File: src/hdl/atc_pkg.sv
// ----------------------------------------------------------------------------
// atc_pkg
// Shared constants, types and scaling factors of the airflow trend classifier.
// ----------------------------------------------------------------------------
`default_nettype none

package atc_pkg;

    // Group and calibration sizes
    localparam int unsigned SAMPLES       = 10;
    localparam int unsigned BASE_READINGS = 10;

    // Converter and flow scaling
    localparam int unsigned ADC_FULL     = 1023;
    localparam int unsigned SPAN_MMS     = 3750;
    localparam int unsigned OFFSET_MMS   = 750;
    localparam int unsigned CHANGE_SCALE = 1000;

    // Field widths
    localparam int unsigned SAMPLE_W   = 10;
    localparam int unsigned FLOW_W     = 13;
    localparam int unsigned Q_W        = FLOW_W - 1;
    localparam int unsigned THR_W      = 10;
    localparam int unsigned LIMIT_W    = 8;
    localparam int unsigned CMP_W      = THR_W + Q_W;
    localparam int unsigned CFG_ADDR_W = 2;
    localparam int unsigned CFG_DATA_W = (THR_W > LIMIT_W) ? THR_W : LIMIT_W;

    // Stream widths
    localparam int unsigned S_TDATA_W = 16;
    localparam int unsigned M_TDATA_W = 56;
    localparam int unsigned M_TUSER_W = 2;

    // Accumulator widths
    localparam int unsigned SUM_MAX = SAMPLES * ADC_FULL;
    localparam int unsigned TOT_MAX = SAMPLES * BASE_READINGS * ADC_FULL;
    localparam int unsigned SUM_W   = $clog2(SUM_MAX + 1);
    localparam int unsigned TOT_W   = $clog2(TOT_MAX + 1);
    localparam int unsigned IDX_W   = (SAMPLES > 1) ? $clog2(SAMPLES) : 1;
    localparam int unsigned CAL_W   = (BASE_READINGS > 1) ? $clog2(BASE_READINGS) : 1;

    // Output queue
    localparam int unsigned OQ_DEPTH = 4;
    localparam int unsigned OQ_PTR_W = $clog2(OQ_DEPTH);
    localparam int unsigned OQ_CNT_W = $clog2(2 * OQ_DEPTH);

    // Register indexes
    localparam logic [CFG_ADDR_W-1:0] REG_THRESHOLD    = CFG_ADDR_W'(0);
    localparam logic [CFG_ADDR_W-1:0] REG_STABLE_LIMIT = CFG_ADDR_W'(1);

    // Register reset values
    localparam logic [THR_W-1:0]   THR_RESET   = THR_W'(10);
    localparam logic [LIMIT_W-1:0] LIMIT_RESET = LIMIT_W'(3);

    // Greatest common divisor by repeated subtraction, elaboration only
    function automatic longint unsigned atc_gcd(input longint unsigned a,
                                                input longint unsigned b);
        longint unsigned x;
        longint unsigned y;
        x = a;
        y = b;
        while (x != y) begin
            if (x > y) begin
                x = x - y;
            end else begin
                y = y - x;
            end
        end
        return x;
    endfunction

    // Flow scaling: floor(sum * SPAN / (ADC_FULL * SAMPLES)) via reciprocal
    localparam longint unsigned FLOW_DEN_RAW = longint'(ADC_FULL) * SAMPLES;
    localparam longint unsigned FLOW_G       = atc_gcd(SPAN_MMS, FLOW_DEN_RAW);
    localparam longint unsigned FLOW_NUM     = SPAN_MMS / FLOW_G;
    localparam longint unsigned FLOW_DEN     = FLOW_DEN_RAW / FLOW_G;
    localparam longint unsigned FLOW_NMAX    = longint'(SUM_MAX) * FLOW_NUM;
    localparam int unsigned     FLOW_SHIFT   = $clog2(FLOW_NMAX + 1) + $clog2(FLOW_DEN);
    localparam longint unsigned FLOW_RECIP   =
        ((longint'(1) << FLOW_SHIFT) + FLOW_DEN - 1) / FLOW_DEN;
    localparam longint unsigned FLOW_MUL     = FLOW_NUM * FLOW_RECIP;
    localparam int unsigned     FLOW_MUL_W   = $clog2(FLOW_MUL + 1);
    localparam int unsigned     FLOW_PROD_W  = SUM_W + FLOW_MUL_W;

    // Baseline scaling over the whole calibration total
    localparam longint unsigned BASE_DEN_RAW = FLOW_DEN_RAW * BASE_READINGS;
    localparam longint unsigned BASE_G       = atc_gcd(SPAN_MMS, BASE_DEN_RAW);
    localparam longint unsigned BASE_NUM     = SPAN_MMS / BASE_G;
    localparam longint unsigned BASE_DEN     = BASE_DEN_RAW / BASE_G;
    localparam longint unsigned BASE_NMAX    = longint'(TOT_MAX) * BASE_NUM;
    localparam int unsigned     BASE_SHIFT   = $clog2(BASE_NMAX + 1) + $clog2(BASE_DEN);
    localparam longint unsigned BASE_RECIP   =
        ((longint'(1) << BASE_SHIFT) + BASE_DEN - 1) / BASE_DEN;
    localparam longint unsigned BASE_MUL     = BASE_NUM * BASE_RECIP;
    localparam int unsigned     BASE_MUL_W   = $clog2(BASE_MUL + 1);
    localparam int unsigned     BASE_PROD_W  = TOT_W + BASE_MUL_W;

    typedef enum logic [1:0] {
        TREND_STABLE  = 2'd0,
        TREND_RISING  = 2'd1,
        TREND_FALLING = 2'd2
    } atc_trend_t;

    // Completed group from the accumulator
    typedef struct packed {
        logic             meas;
        logic             base_load;
        logic [SUM_W-1:0] gsum;
        logic [TOT_W-1:0] gtot;
    } atc_grp_t;

    // Scaled reading from the scaler
    typedef struct packed {
        logic                     meas;
        logic signed [FLOW_W-1:0] flow;
        logic signed [FLOW_W-1:0] base;
    } atc_rdg_t;

    // One result item
    typedef struct packed {
        atc_trend_t               status;
        logic signed [FLOW_W-1:0] peak;
        logic signed [FLOW_W-1:0] base;
        logic signed [FLOW_W-1:0] delta;
        logic signed [FLOW_W-1:0] flow;
    } atc_res_t;

endpackage

`default_nettype wire

File: src/hdl/airflow_trend_classifier.sv
// ----------------------------------------------------------------------------
// airflow_trend_classifier
// Averages airflow sensor samples into readings and classifies their trend.
// ----------------------------------------------------------------------------
// Usage:
//   s_tdata[9:0] carries one 10-bit converter sample per item. Every SAMPLES
//   items form one reading. The first BASE_READINGS readings build the
//   baseline and give no result; each later reading gives one result item.
//   The register port (cfg_wr_en, cfg_addr, cfg_wdata) sets the change
//   threshold (index 0) and the stable limit (index 1); write it while idle.
// Throughput: one sample item per cycle while s_tready is high.
// Path: the result of the item that completes a reading passes the group
//   register, the scaling multiplier, the compare multiplier and then the
//   result queue before it is shown on m_tvalid.
// Reset: aresetn clears the sums, the calibration (it starts again), the
//   baseline, peak, trend state and the queue; the registers return to
//   threshold 10 and stable limit 3.
// Stall: results wait in a four-item queue. s_tready falls only while the
//   queued results plus the readings in the pipeline fill that queue.
// ----------------------------------------------------------------------------
`default_nettype none

module airflow_trend_classifier (
    input  wire logic                           aclk,
    input  wire logic                           aresetn,
    // Sample items
    input  wire logic                           s_tvalid,
    output logic                                s_tready,
    input  wire logic [atc_pkg::S_TDATA_W-1:0]  s_tdata,   // [9:0] raw_sample
    // Result items
    output logic                                m_tvalid,
    input  wire logic                           m_tready,
    // [12:0] flow_mms, [25:13] delta_mms, [38:26] baseline_mms,
    // [51:39] peak_mms, [55:52] zero
    output logic [atc_pkg::M_TDATA_W-1:0]       m_tdata,
    output logic [atc_pkg::M_TUSER_W-1:0]       m_tuser,   // [1:0] trend_status
    // Register writes
    input  wire logic                           cfg_wr_en,
    input  wire logic [atc_pkg::CFG_ADDR_W-1:0] cfg_addr,
    input  wire logic [atc_pkg::CFG_DATA_W-1:0] cfg_wdata
);

    atc_pkg::atc_grp_t grp;
    atc_pkg::atc_rdg_t rdg;
    atc_pkg::atc_res_t res_data;
    atc_pkg::atc_res_t out_data;

    logic                         in_accept;
    logic                         cmp_busy;
    logic                         res_valid;
    logic [atc_pkg::OQ_CNT_W-1:0] q_count;
    logic [atc_pkg::OQ_CNT_W-1:0] occupancy;

    // Count every reading still in flight against the queue space
    assign occupancy = q_count
                     + atc_pkg::OQ_CNT_W'(grp.meas)
                     + atc_pkg::OQ_CNT_W'(rdg.meas)
                     + atc_pkg::OQ_CNT_W'(cmp_busy);
    assign s_tready  = (occupancy < atc_pkg::OQ_CNT_W'(atc_pkg::OQ_DEPTH));
    assign in_accept = s_tvalid && s_tready;

    atc_accum u_accum (
        .aclk      (aclk),
        .aresetn   (aresetn),
        .in_accept (in_accept),
        .in_sample (s_tdata[atc_pkg::SAMPLE_W-1:0]),
        .grp       (grp)
    );

    atc_scale u_scale (
        .aclk    (aclk),
        .aresetn (aresetn),
        .grp     (grp),
        .rdg     (rdg)
    );

    atc_classify u_classify (
        .aclk      (aclk),
        .aresetn   (aresetn),
        .cfg_wr_en (cfg_wr_en),
        .cfg_addr  (cfg_addr),
        .cfg_wdata (cfg_wdata),
        .rdg       (rdg),
        .cmp_busy  (cmp_busy),
        .res_valid (res_valid),
        .res_data  (res_data)
    );

    atc_outq u_outq (
        .aclk     (aclk),
        .aresetn  (aresetn),
        .wr_en    (res_valid),
        .wr_data  (res_data),
        .rd_valid (m_tvalid),
        .rd_ready (m_tready),
        .rd_data  (out_data),
        .count    (q_count)
    );

    assign m_tdata = {
        (atc_pkg::M_TDATA_W - 4 * atc_pkg::FLOW_W)'(0),
        out_data.peak,
        out_data.base,
        out_data.delta,
        out_data.flow
    };
    assign m_tuser = out_data.status;

endmodule

`default_nettype wire

File: src/hdl/atc_accum.sv
// ----------------------------------------------------------------------------
// atc_accum
// Sums samples into groups and totals the calibration groups.
// ----------------------------------------------------------------------------
`default_nettype none

module atc_accum (
    input  wire logic                         aclk,
    input  wire logic                         aresetn,
    input  wire logic                         in_accept,
    input  wire logic [atc_pkg::SAMPLE_W-1:0] in_sample,
    output atc_pkg::atc_grp_t                 grp
);

    logic [atc_pkg::IDX_W-1:0] idx_reg, idx_next;
    logic [atc_pkg::SUM_W-1:0] sum_reg, sum_next;
    logic [atc_pkg::CAL_W-1:0] cal_cnt_reg, cal_cnt_next;
    logic [atc_pkg::TOT_W-1:0] cal_tot_reg, cal_tot_next;
    logic                      calibrated_reg, calibrated_next;
    logic                      meas_reg, meas_next;
    logic                      base_reg, base_next;
    logic [atc_pkg::SUM_W-1:0] gsum_reg;
    logic [atc_pkg::TOT_W-1:0] gtot_reg;

    logic [atc_pkg::SUM_W-1:0] group_sum;
    logic [atc_pkg::TOT_W-1:0] tot_sum;
    logic                      last_smp;
    logic                      last_cal;

    assign group_sum = sum_reg + atc_pkg::SUM_W'(in_sample);
    assign tot_sum   = cal_tot_reg + atc_pkg::TOT_W'(group_sum);
    assign last_smp  = (idx_reg == atc_pkg::IDX_W'(atc_pkg::SAMPLES - 1));
    assign last_cal  = (cal_cnt_reg == atc_pkg::CAL_W'(atc_pkg::BASE_READINGS - 1));

    always_comb begin
        idx_next        = idx_reg;
        sum_next        = sum_reg;
        cal_cnt_next    = cal_cnt_reg;
        cal_tot_next    = cal_tot_reg;
        calibrated_next = calibrated_reg;
        meas_next       = 1'b0;
        base_next       = 1'b0;
        if (in_accept) begin
            if (last_smp) begin
                idx_next = '0;
                sum_next = '0;
                if (calibrated_reg) begin
                    meas_next = 1'b1;
                end else if (last_cal) begin
                    // close calibration and hand the total to the scaler
                    base_next       = 1'b1;
                    calibrated_next = 1'b1;
                    cal_cnt_next    = '0;
                    cal_tot_next    = '0;
                end else begin
                    cal_cnt_next = cal_cnt_reg + 1'b1;
                    cal_tot_next = tot_sum;
                end
            end else begin
                idx_next = idx_reg + 1'b1;
                sum_next = group_sum;
            end
        end
    end

    always_ff @(posedge aclk) begin
        if (!aresetn) begin
            idx_reg        <= '0;
            sum_reg        <= '0;
            cal_cnt_reg    <= '0;
            cal_tot_reg    <= '0;
            calibrated_reg <= 1'b0;
            meas_reg       <= 1'b0;
            base_reg       <= 1'b0;
        end else begin
            idx_reg        <= idx_next;
            sum_reg        <= sum_next;
            cal_cnt_reg    <= cal_cnt_next;
            cal_tot_reg    <= cal_tot_next;
            calibrated_reg <= calibrated_next;
            meas_reg       <= meas_next;
            base_reg       <= base_next;
        end
    end

    always_ff @(posedge aclk) begin
        gsum_reg <= group_sum;
        gtot_reg <= tot_sum;
    end

    assign grp.meas      = meas_reg;
    assign grp.base_load = base_reg;
    assign grp.gsum      = gsum_reg;
    assign grp.gtot      = gtot_reg;

endmodule

`default_nettype wire

File: src/hdl/atc_scale.sv
// ----------------------------------------------------------------------------
// atc_scale
// Turns group sums into flow readings and latches the calibration baseline.
// ----------------------------------------------------------------------------
`default_nettype none

module atc_scale (
    input  wire logic         aclk,
    input  wire logic         aresetn,
    input  atc_pkg::atc_grp_t grp,
    output atc_pkg::atc_rdg_t rdg
);

    localparam int unsigned FPW = atc_pkg::FLOW_PROD_W;
    localparam int unsigned BPW = atc_pkg::BASE_PROD_W;

    logic                             meas_reg;
    logic signed [atc_pkg::FLOW_W-1:0] flow_reg, flow_next;
    logic signed [atc_pkg::FLOW_W-1:0] base_reg, base_next;

    logic [FPW-1:0]              prod_f;
    logic [BPW-1:0]              prod_b;
    logic [atc_pkg::Q_W-1:0]     q_flow;
    logic [atc_pkg::Q_W-1:0]     q_base;

    // Reciprocal multiply: the shifted product is the exact floor quotient
    assign prod_f = FPW'(grp.gsum) * FPW'(atc_pkg::FLOW_MUL);
    assign prod_b = BPW'(grp.gtot) * BPW'(atc_pkg::BASE_MUL);
    assign q_flow = prod_f[atc_pkg::FLOW_SHIFT +: atc_pkg::Q_W];
    assign q_base = prod_b[atc_pkg::BASE_SHIFT +: atc_pkg::Q_W];

    always_comb begin
        flow_next = atc_pkg::FLOW_W'({1'b0, q_flow} - atc_pkg::FLOW_W'(atc_pkg::OFFSET_MMS));
        base_next = base_reg;
        if (grp.base_load) begin
            base_next = atc_pkg::FLOW_W'({1'b0, q_base}
                                         - atc_pkg::FLOW_W'(atc_pkg::OFFSET_MMS));
        end
    end

    always_ff @(posedge aclk) begin
        if (!aresetn) begin
            meas_reg <= 1'b0;
            base_reg <= '0;
        end else begin
            meas_reg <= grp.meas;
            base_reg <= base_next;
        end
    end

    always_ff @(posedge aclk) begin
        flow_reg <= flow_next;
    end

    assign rdg.meas = meas_reg;
    assign rdg.flow = flow_reg;
    assign rdg.base = base_reg;

endmodule

`default_nettype wire

File: src/hdl/atc_classify.sv
// ----------------------------------------------------------------------------
// atc_classify
// Holds the registers, tests each reading against the baseline and tracks
// trend, peak and the stable run.
// ----------------------------------------------------------------------------
`default_nettype none

module atc_classify (
    input  wire logic                           aclk,
    input  wire logic                           aresetn,
    input  wire logic                           cfg_wr_en,
    input  wire logic [atc_pkg::CFG_ADDR_W-1:0] cfg_addr,
    input  wire logic [atc_pkg::CFG_DATA_W-1:0] cfg_wdata,
    input  atc_pkg::atc_rdg_t                   rdg,
    output logic                                cmp_busy,
    output logic                                res_valid,
    output atc_pkg::atc_res_t                   res_data
);

    localparam int unsigned FW = atc_pkg::FLOW_W;
    localparam int unsigned QW = atc_pkg::Q_W;
    localparam int unsigned CW = atc_pkg::CMP_W;
    localparam int unsigned LW = atc_pkg::LIMIT_W;

    // Registers
    logic [atc_pkg::THR_W-1:0] thr_reg;
    logic [LW-1:0]             lim_reg;

    // Compare stage
    logic                 c_meas_reg;
    logic signed [FW-1:0] c_flow_reg;
    logic signed [FW-1:0] c_delta_reg;
    logic signed [FW-1:0] c_base_reg;
    logic [CW-1:0]        c_lhs_reg;
    logic [CW-1:0]        c_rhs_reg;

    // Trend state
    logic signed [FW-1:0] prev_reg, prev_next;
    logic signed [FW-1:0] peak_reg, peak_next;
    logic [LW-1:0]        run_reg, run_next;

    logic signed [FW-1:0] delta;
    logic [FW-1:0]        neg_delta;
    logic [FW-1:0]        neg_base;
    logic [QW-1:0]        abs_delta;
    logic [QW-1:0]        abs_base;
    logic [CW-1:0]        lhs;
    logic [CW-1:0]        rhs;

    logic                 stable;
    logic signed [FW-1:0] peak_cur;
    logic [LW:0]          run_inc;
    atc_pkg::atc_trend_t  status;

    always_ff @(posedge aclk) begin
        if (!aresetn) begin
            thr_reg <= atc_pkg::THR_RESET;
            lim_reg <= atc_pkg::LIMIT_RESET;
        end else if (cfg_wr_en) begin
            case (cfg_addr)
                atc_pkg::REG_THRESHOLD: begin
                    thr_reg <= cfg_wdata[atc_pkg::THR_W-1:0];
                end
                atc_pkg::REG_STABLE_LIMIT: begin
                    lim_reg <= cfg_wdata[LW-1:0];
                end
                default: begin
                    // drop writes outside the register list
                end
            endcase
        end
    end

    // Compare stage: |delta| * 1000 against threshold * |baseline|
    assign delta     = rdg.flow - rdg.base;
    assign neg_delta = -delta;
    assign neg_base  = -rdg.base;
    assign abs_delta = delta[FW-1] ? neg_delta[QW-1:0] : delta[QW-1:0];
    assign abs_base  = rdg.base[FW-1] ? neg_base[QW-1:0] : rdg.base[QW-1:0];
    assign lhs       = CW'(abs_delta) * CW'(atc_pkg::CHANGE_SCALE);
    assign rhs       = CW'(thr_reg) * CW'(abs_base);

    always_ff @(posedge aclk) begin
        if (!aresetn) begin
            c_meas_reg <= 1'b0;
        end else begin
            c_meas_reg <= rdg.meas;
        end
    end

    always_ff @(posedge aclk) begin
        c_flow_reg  <= rdg.flow;
        c_delta_reg <= delta;
        c_base_reg  <= rdg.base;
        c_lhs_reg   <= lhs;
        c_rhs_reg   <= rhs;
    end

    // Trend stage
    assign stable   = (c_lhs_reg <= c_rhs_reg);
    assign peak_cur = (c_flow_reg > peak_reg) ? c_flow_reg : peak_reg;
    assign run_inc  = {1'b0, run_reg} + 1'b1;

    always_comb begin
        if (stable) begin
            status = atc_pkg::TREND_STABLE;
        end else if (c_flow_reg > prev_reg) begin
            status = atc_pkg::TREND_RISING;
        end else begin
            status = atc_pkg::TREND_FALLING;
        end
    end

    always_comb begin
        prev_next = prev_reg;
        peak_next = peak_reg;
        run_next  = run_reg;
        if (c_meas_reg) begin
            prev_next = c_flow_reg;
            peak_next = peak_cur;
            if (stable) begin
                // a long enough stable run restarts the peak at this flow
                if (run_inc > {1'b0, lim_reg}) begin
                    peak_next = c_flow_reg;
                    run_next  = '0;
                end else begin
                    run_next = run_inc[LW-1:0];
                end
            end
        end
    end

    always_ff @(posedge aclk) begin
        if (!aresetn) begin
            prev_reg <= '0;
            peak_reg <= '0;
            run_reg  <= '0;
        end else begin
            prev_reg <= prev_next;
            peak_reg <= peak_next;
            run_reg  <= run_next;
        end
    end

    assign cmp_busy        = c_meas_reg;
    assign res_valid       = c_meas_reg;
    assign res_data.status = status;
    assign res_data.peak   = peak_cur;
    assign res_data.base   = c_base_reg;
    assign res_data.delta  = c_delta_reg;
    assign res_data.flow   = c_flow_reg;

endmodule

`default_nettype wire

File: src/hdl/atc_outq.sv
// ----------------------------------------------------------------------------
// atc_outq
// Small result queue that decouples the pipeline from the result receiver.
// ----------------------------------------------------------------------------
`default_nettype none

module atc_outq (
    input  wire logic                         aclk,
    input  wire logic                         aresetn,
    input  wire logic                         wr_en,
    input  atc_pkg::atc_res_t                 wr_data,
    output logic                              rd_valid,
    input  wire logic                         rd_ready,
    output atc_pkg::atc_res_t                 rd_data,
    output logic [atc_pkg::OQ_CNT_W-1:0]      count
);

    atc_pkg::atc_res_t q_reg [atc_pkg::OQ_DEPTH];

    logic [atc_pkg::OQ_PTR_W-1:0] wr_ptr_reg, wr_ptr_next;
    logic [atc_pkg::OQ_PTR_W-1:0] rd_ptr_reg, rd_ptr_next;
    logic [atc_pkg::OQ_CNT_W-1:0] cnt_reg, cnt_next;
    logic                         pop;

    assign rd_valid = (cnt_reg != '0);
    assign pop      = rd_valid && rd_ready;

    always_comb begin
        wr_ptr_next = wr_ptr_reg;
        rd_ptr_next = rd_ptr_reg;
        cnt_next    = cnt_reg;
        if (wr_en) begin
            wr_ptr_next = wr_ptr_reg + 1'b1;
        end
        if (pop) begin
            rd_ptr_next = rd_ptr_reg + 1'b1;
        end
        case ({wr_en, pop})
            2'b10:   cnt_next = cnt_reg + 1'b1;
            2'b01:   cnt_next = cnt_reg - 1'b1;
            default: cnt_next = cnt_reg;
        endcase
    end

    always_ff @(posedge aclk) begin
        if (!aresetn) begin
            wr_ptr_reg <= '0;
            rd_ptr_reg <= '0;
            cnt_reg    <= '0;
        end else begin
            wr_ptr_reg <= wr_ptr_next;
            rd_ptr_reg <= rd_ptr_next;
            cnt_reg    <= cnt_next;
        end
    end

    always_ff @(posedge aclk) begin
        if (wr_en) begin
            q_reg[wr_ptr_reg] <= wr_data;
        end
    end

    assign rd_data = q_reg[rd_ptr_reg];
    assign count   = cnt_reg;

endmodule

`default_nettype wire

File: config.mk
export PLATFORM = sky130hd
export DESIGN_NAME = airflow_trend_classifier
export DESIGN_NICKNAME = d
export VERILOG_FILES = /design/src/hdl/atc_pkg.sv /design/src/hdl/airflow_trend_classifier.sv /design/src/hdl/atc_accum.sv /design/src/hdl/atc_scale.sv /design/src/hdl/atc_classify.sv /design/src/hdl/atc_outq.sv
export SDC_FILE = /design/constraint.sdc
export NUM_CORES = 2
export LEC_CHECK = 0
export BUFFER_PORTS_ARGS = -buffer_cell sky130_fd_sc_hd__buf_2
export CAP_MARGIN = 15
export CORE_ASPECT_RATIO = 0.9
export CORE_MARGIN = 2
export CORE_UTILIZATION = 38
export CTS_CLUSTER_DIAMETER = 80
export DETAILED_ROUTE_END_ITERATION = 12
export PLACE_DENSITY_LB_ADDON = 0.12
export SLEW_MARGIN = 20
export SYNTH_ARGS = -nofsm -noshare
export SYNTH_HDL_FRONTEND = slang
export SYNTH_SLANG_ARGS = --single-unit
File: constraint.sdc
create_clock -name aclk -period 18.9 [get_ports aclk]
set_input_delay 0.945 -clock aclk [delete_from_list [all_inputs] [get_ports aclk]]
set_output_delay 0.945 -clock aclk [all_outputs]
set_load 0.005 [all_outputs]
Word level (Yosys, flattened, before mapping)
Memory sizes are Yosys's and may differ from the RTL's. A register that Yosys moved wholly into a read port is not among the register bits.
Cells that the tools add are included.
- output and inout bits: 60
- memories kept: 1
- memory bits (writable): 216
- bits in registers: 240
- logic and storage cells: 94
- memories (name ; words ; bits a word ; read ports ; clocked after Yosys merged registers in ; wr ports ; line ; text):
    u_outq.q_reg ; 4 ; 54 ; 1 ; 1 ; 1 ; atc_outq.sv:18 ; atc_pkg::atc_res_t q_reg [atc_pkg::OQ_DEPTH];
- reduce and logical (&&, ||, !) cells: 12
- bitwise logic cells: 4
- equal/unequal tests: 5
- muxes and demuxes: 20
- add/subtract/negate cells: 17
- order comparisons: 5
- $mul: 4
- operators with widths (kind ; number):
    multiplier 17 x 28 -> 44 bit (second input constant) ; 1
    multiplier 14 x 27 -> 40 bit (second input constant) ; 1
    two-way mux 13 bit ; 3
    greater-than comparator 13 bit ; 2
    subtractor 12 x 10 -> 13 bit (second input constant) ; 2
    two-way mux 12 bit ; 2
    negator 12 bit ; 2
    less-or-equal comparator 22 bit ; 1
    multiplier 10 x 12 -> 22 bit ; 1
    multiplier 12 x 7 -> 19 bit (second input constant) ; 1
    adder 17 x 14 -> 17 bit ; 1
    two-way mux 17 bit ; 1
    adder 14 x 10 -> 14 bit ; 1
    two-way mux 14 bit ; 1
    subtractor 13 bit ; 1
    adder 3 x 1 -> 3 bit ; 3
    adder 8 x 1 -> 9 bit (second input constant) ; 1
    greater-than comparator 9 x 8 -> 1 bit ; 1
    adder 4 x 1 -> 4 bit (second input constant) ; 2
    equality test 4 bit (second input constant) ; 2
    two-way mux 2 bit ; 4
    two-way mux 4 bit ; 2
    two-way mux 8 bit ; 1
    AND reduction 2 bit ; 4
    15 further kinds ; 26

Logic depth before layout (Yosys ltp)
- depth after elaboration: 7
- gate-level depth with buffers: 36
- gate-level depth less buffers: 36

Hierarchy
A second synthesis with hierarchy kept.
- cells, all modules: 3718
- area, all modules: 39615.5 um2
- by module, submodules not included (module ; area an instance (um2) ; times used ; cells an instance ; seq. area each (um2)):
    atc_scale ; 14691.6 ; 1 ; 1577 ; 540.5
    atc_classify ; 12757.2 ; 1 ; 1386 ; 2642.5
    atc_outq ; 8318.0 ; 1 ; 328 ; 6666.4
    atc_accum ; 3719.8 ; 1 ; 410 ; 1461.4
    airflow_trend_classifier ; 128.9 ; 1 ; 17 ; 0.0

Worst setup path after synthesis
OpenSTA, ideal clock, no wires.
- path type: reg-to-reg
- from: reg u_scale.base_reg[0] (netlist bit)
- to: reg u_classify.c_lhs_reg[21]
- data required time: 18.828 ns
- stages on the path, launching flop included: 34
- slack: 11.439 ns
- path buffers: 0
- library setup time: 0.072 ns
- data arrival time: 7.388 ns
- cells stage by stage: dfxtp_1 -> ha_1 -> inv_1 -> fa_1 -> a21o_1 -> a21oi_1 -> o21ai_0 -> a21oi_1 -> o21bai_1 -> a21oi_1 -> nor2b_1 -> o21a_1 -> o41a_1 -> xor2_1 -> inv_1 -> a21o_1 -> fa_1 -> inv_1 -> fa_1 -> fa_1 -> inv_1 -> fa_1 -> ha_1 -> inv_1 -> o21bai_1 -> a21oi_1 -> o21bai_1 -> a21oi_1 -> nor2b_1 -> o21a_1 -> o41ai_1 -> o2111ai_1 -> a21oi_1 -> xnor2_1
- elaborated cells on any way between the ends: 4
- those cells by class: 2 x add/sub; 1 x mul; 1 x mux
- RTL lines (what ; line ; text):
    from (decl) ; atc_scale.sv:19 ; logic signed [atc_pkg::FLOW_W-1:0] base_reg, base_next;
    from (signal assigned) ; atc_scale.sv:47 ; base_reg <= base_next;
    subtractor 13 bit ; atc_classify.sv:75 ; assign delta = rdg.flow - rdg.base;
    named net u_classify.delta[12] ; atc_classify.sv:42 ; logic signed [FW-1:0] delta;
    two-way mux 12 bit ; atc_classify.sv:78 ; assign abs_delta = delta[FW-1] ? neg_delta[QW-1:0] : delta[QW-1:0];
    named net u_classify.abs_delta[1] ; atc_classify.sv:45 ; logic [QW-1:0] abs_delta;
    multiplier 12 x 7 -> 19 bit ; atc_classify.sv:80 ; assign lhs = CW'(abs_delta) * CW'(atc_pkg::CHANGE_SCALE);
    named net u_classify.lhs[21] ; atc_classify.sv:47 ; logic [CW-1:0] lhs;
    to (signal assigned) ; atc_classify.sv:95 ; c_lhs_reg <= lhs;
    to (decl) ; atc_classify.sv:34 ; logic [CW-1:0] c_lhs_reg;
The timed path passes the listed nets, and every way through them passes these cells.
A chain may end at the register's enable or synchronous reset.

Final worst setup path
Same ends and word-level chain as after synthesis.

==> key figures <==
Place
  – Hpwl dp: 65100 um
  – Final Wtd Congestion: 0.832
  – Port Buffers: 82
  – Placed Cells: around 4700
  – Post-DP Area: 39200 um2

Worst setup path
  – Crit path launch type: flip-flop
  – CP endpoint kind: flip-flop
  – CP required: 19430 ps
  – Slowest CP cell: xor2_1
  – CP max FO: 15
  – Critical path's largest stage delay: 570 ps
  – Most frequent CP cell: a21oi_1
  – Arrival @ worst endpoint: roughly 9200 ps
  – Crit Path Category: reg2reg

Logic synthesis
  – Synthesized instance count: 3393
  – Largest family of logic cells by synthesized area: adder cells
  – Mapped cell area: 37300 um2
  – Adder-cell share of the synthesized area: 0.379
  – Top cells by count, synth: inv_1 (700), ha_1 (485), fa_1 (403), dfxtp_1 (241), edfxtp_1 (216)
  – Unique masters post-synth: 83
  – Mux cell area share after synthesis: 0.0478
  – Synth Area in Compound Gates: 0.0739
  – Synth top area cells: fa_1 (22%), edfxtp_1 (17%), ha_1 (16%), dfxtp_1 (13%), inv_1 (7.0%)
  – Count leader, synth: inv_1
  – Avg Cell Area, Syn: around 11 um2
  – FFs w/ async S/R, synth: 0
  – Synthesized flop and latch total: 457
  – Post-synth top area share: 0.216
  – Post-synthesis sequential area ratio: 0.303
  – Main synth FF type: dfxtp_1
  – Largest area contributor in the synthesized netlist: fa_1
  – Synth Area in Simple Gates: 0.0782
  – Yosys warning count: 0
  – Number of flops mapped to enable cells by yosys: 216
  – Synth Area in XOR/XNOR: 0.0390

STA
  – Tcrit/Tclk final: 0.456
  – Worst slew margin: 0.283
  – Minimum clock period: 8620 ps
  – Final setup fails: 0
  – Sum Neg Setup Slack: 0 ps
  – Final Max Slew Viols: 0
  – Setup Skew: 38.4 ps
  – RSZ-0062 raised after global routing: no
  – Final hold vios: 0
  – Worst slew pin tran: 1070 ps
  – Fmax: 116 MHz

Status
  – Status: finished, final reports clean

Global route
  – Total gr overflow: 0
  – Initial antenna violation count: 1
  – First-pass GRT wire length: between 100000 and 150000 um
  – Vias in the first global route: around 25000
  – Gr usage total: 0.172
  – Largest net degree at the start of global routing: between 60 and 70

Clocking
  – Post-CTS Hold Buffers: 0
  – CTS HTree Levels: 2
  – Clock slew at reported path FFs: 60 ps
  – Clk sinks: 457
  – CTS Root Cell: clkbuf_16
  – # Post-CTS Setup Buffers: 0
  – TritonCTS clock tree: yes
  – Worst-Skew Late Latency: around 630 ps
  – Cts repair resizes: 0
  – CTS Buf Count: 54
  – Clk buf depth: 3

Drt
  – Initial DRC Count: about 1000
  – TritonRoute pass-1 iters: 5
  – WL final: 82900 um
  – DRC viols: 0
  – Via/cell ratio: about 4.8
  – Final ANT Viol Nets: 0
  – Wirelength per Cell: roughly 17 um
  – Vias: 23200

Finish
  – Register area: 11300 um2
  – Area grow syn2layout: 10.0%
  – Largest register FFs: 216
  – Non-filler cells in the finished layout: 4798
  – Fin area: slightly above 40000 um2
  – # nets final: 4407
  – Layout cell share with drive strength beyond 1: 0.0824
  – Multi-input gate area: 23100 um2
  – FILL cells: 9394

Floorplanning
  – Die width: 334 um
  – Die height: 301 um
  – I/O pins: 93
  – Die ar.: 101000 um2
  – Site row count: around 110
  – Initial core utilization: 0.385
  – CORE AREA: between 90000 and 100000 um2

Run
  – Max cap viols: 0

Worst hold path
  – Worst hold path type: reg2reg
-- critical path: cells and delay by family, from the launching register on --
kind / cells / cell delay, ps
AO/OA/AOI/OAI: 17 / 3650
XOR/XNOR: 2 / 690
adder cells (fa/ha/maj): 7 / 2960
buffers and inverters: 6 / 770
flip-flops: 1 / 300
AND/OR/NAND/NOR: 2 / 140
-- cells by family after synthesis --
kind of cell,after synthesis
XOR/XNOR,166
AO/OA/AOI/OAI,405
multiplexers,109
flip-flops,457
AND/OR/NAND/NOR,593
buffers and inverters,774
adder cells (fa/ha/maj),888
other,1
-- cells in the final DEF, fill, tap and decap left out, types with 10 or more instances in the layout --
| master | synthesis | layout |
|---|---|---|
| o21a_1 | 23 | 23 |
| mux2i_1 | 42 | 42 |
| a22oi_1 | 15 | 15 |
| nor3_1 | 31 | 31 |
| nand4_1 | 28 | 28 |
| inv_1 | 700 | 699 |
| nor2b_1 | 35 | 35 |
| o211ai_1 | 25 | 25 |
| a21oi_1 | 113 | 113 |
| buf_4 | 4 | 26 |
| and3_1 | 14 | 14 |
| o21bai_1 | 23 | 23 |
| fa_1 | 403 | 403 |
| nand3_1 | 60 | 60 |
| o32a_1 | 13 | 13 |
| nor2_1 | 140 | 140 |
| nand2_1 | 161 | 161 |
| ha_1 | 485 | 485 |
| o21ai_0 | 56 | 55 |
| dfxtp_1 | 241 | 238 |
| nand2b_1 | 12 | 12 |
| clkbuf_1 | 62 | 10 |
| mux4_2 | 54 | 54 |
| clkbuf_16 | 0 | 54 |
| xor2_1 | 51 | 51 |
| and2_1 | 63 | 59 |
| a21o_1 | 43 | 43 |
| xnor2_1 | 115 | 115 |
| a211oi_1 | 11 | 11 |
| a31oi_1 | 15 | 15 |
| clkinv_2 | 0 | 12 |
| buf_2 | 0 | 82 |
| mux2_2 | 13 | 13 |
| edfxtp_1 | 216 | 216 |
-- area by class of cell --
type / count / share of cell area
sequential: 457 / 0.276
tap: 1265 / 0.0386
timing repair buffer: 108 / 0.0148
clock inverter: 35 / 0.00848
antenna: 1 / 0.0000610
inverter: 700 / 0.0641
multi-input combinational: 2165 / 0.563
clock buffer: 67 / 0.0349
-- metrics by stage --
stage / setup WS (ps) / utilization / hold slack, ps
final: 10280 / 0.423 / 360
after global routing: 9370 / 0.423 / 373
after CTS: 10230 / 0.423 / 365
after detailed placement: 10260 / 0.405 / 358
after global placement: 10310 / 0.405 / 344
after floorplan: 11440 / - / 331
-- per-layer routing --
layer  vias up  wire [um]  GRT usage  part of all wire
met5         -          0          0                 0
met4         0       1290     0.0304             0.016
met3        85       2790     0.0229             0.034
met2       289      37000      0.274              0.45
met1     11400      41800      0.253              0.50
li1      11500          -          -                 -
-- worst paths after layout --
check             cells past startpoint  slack (ps)                  from                        end
setup / recovery                     34       10280   u_scale.base_reg[0]   u_classify.c_lhs_reg[21]
hold / removal                        0         360  u_scale.flow_reg[11]  u_classify.c_flow_reg[11]
setup reg to reg                     34       10280   u_scale.base_reg[0]   u_classify.c_lhs_reg[21]
hold reg to reg                       0         360  u_scale.flow_reg[11]  u_classify.c_flow_reg[11]
Power is not shown: default switching activity piles up to over one toggle a cycle in this logic, so the estimate is an artifact.
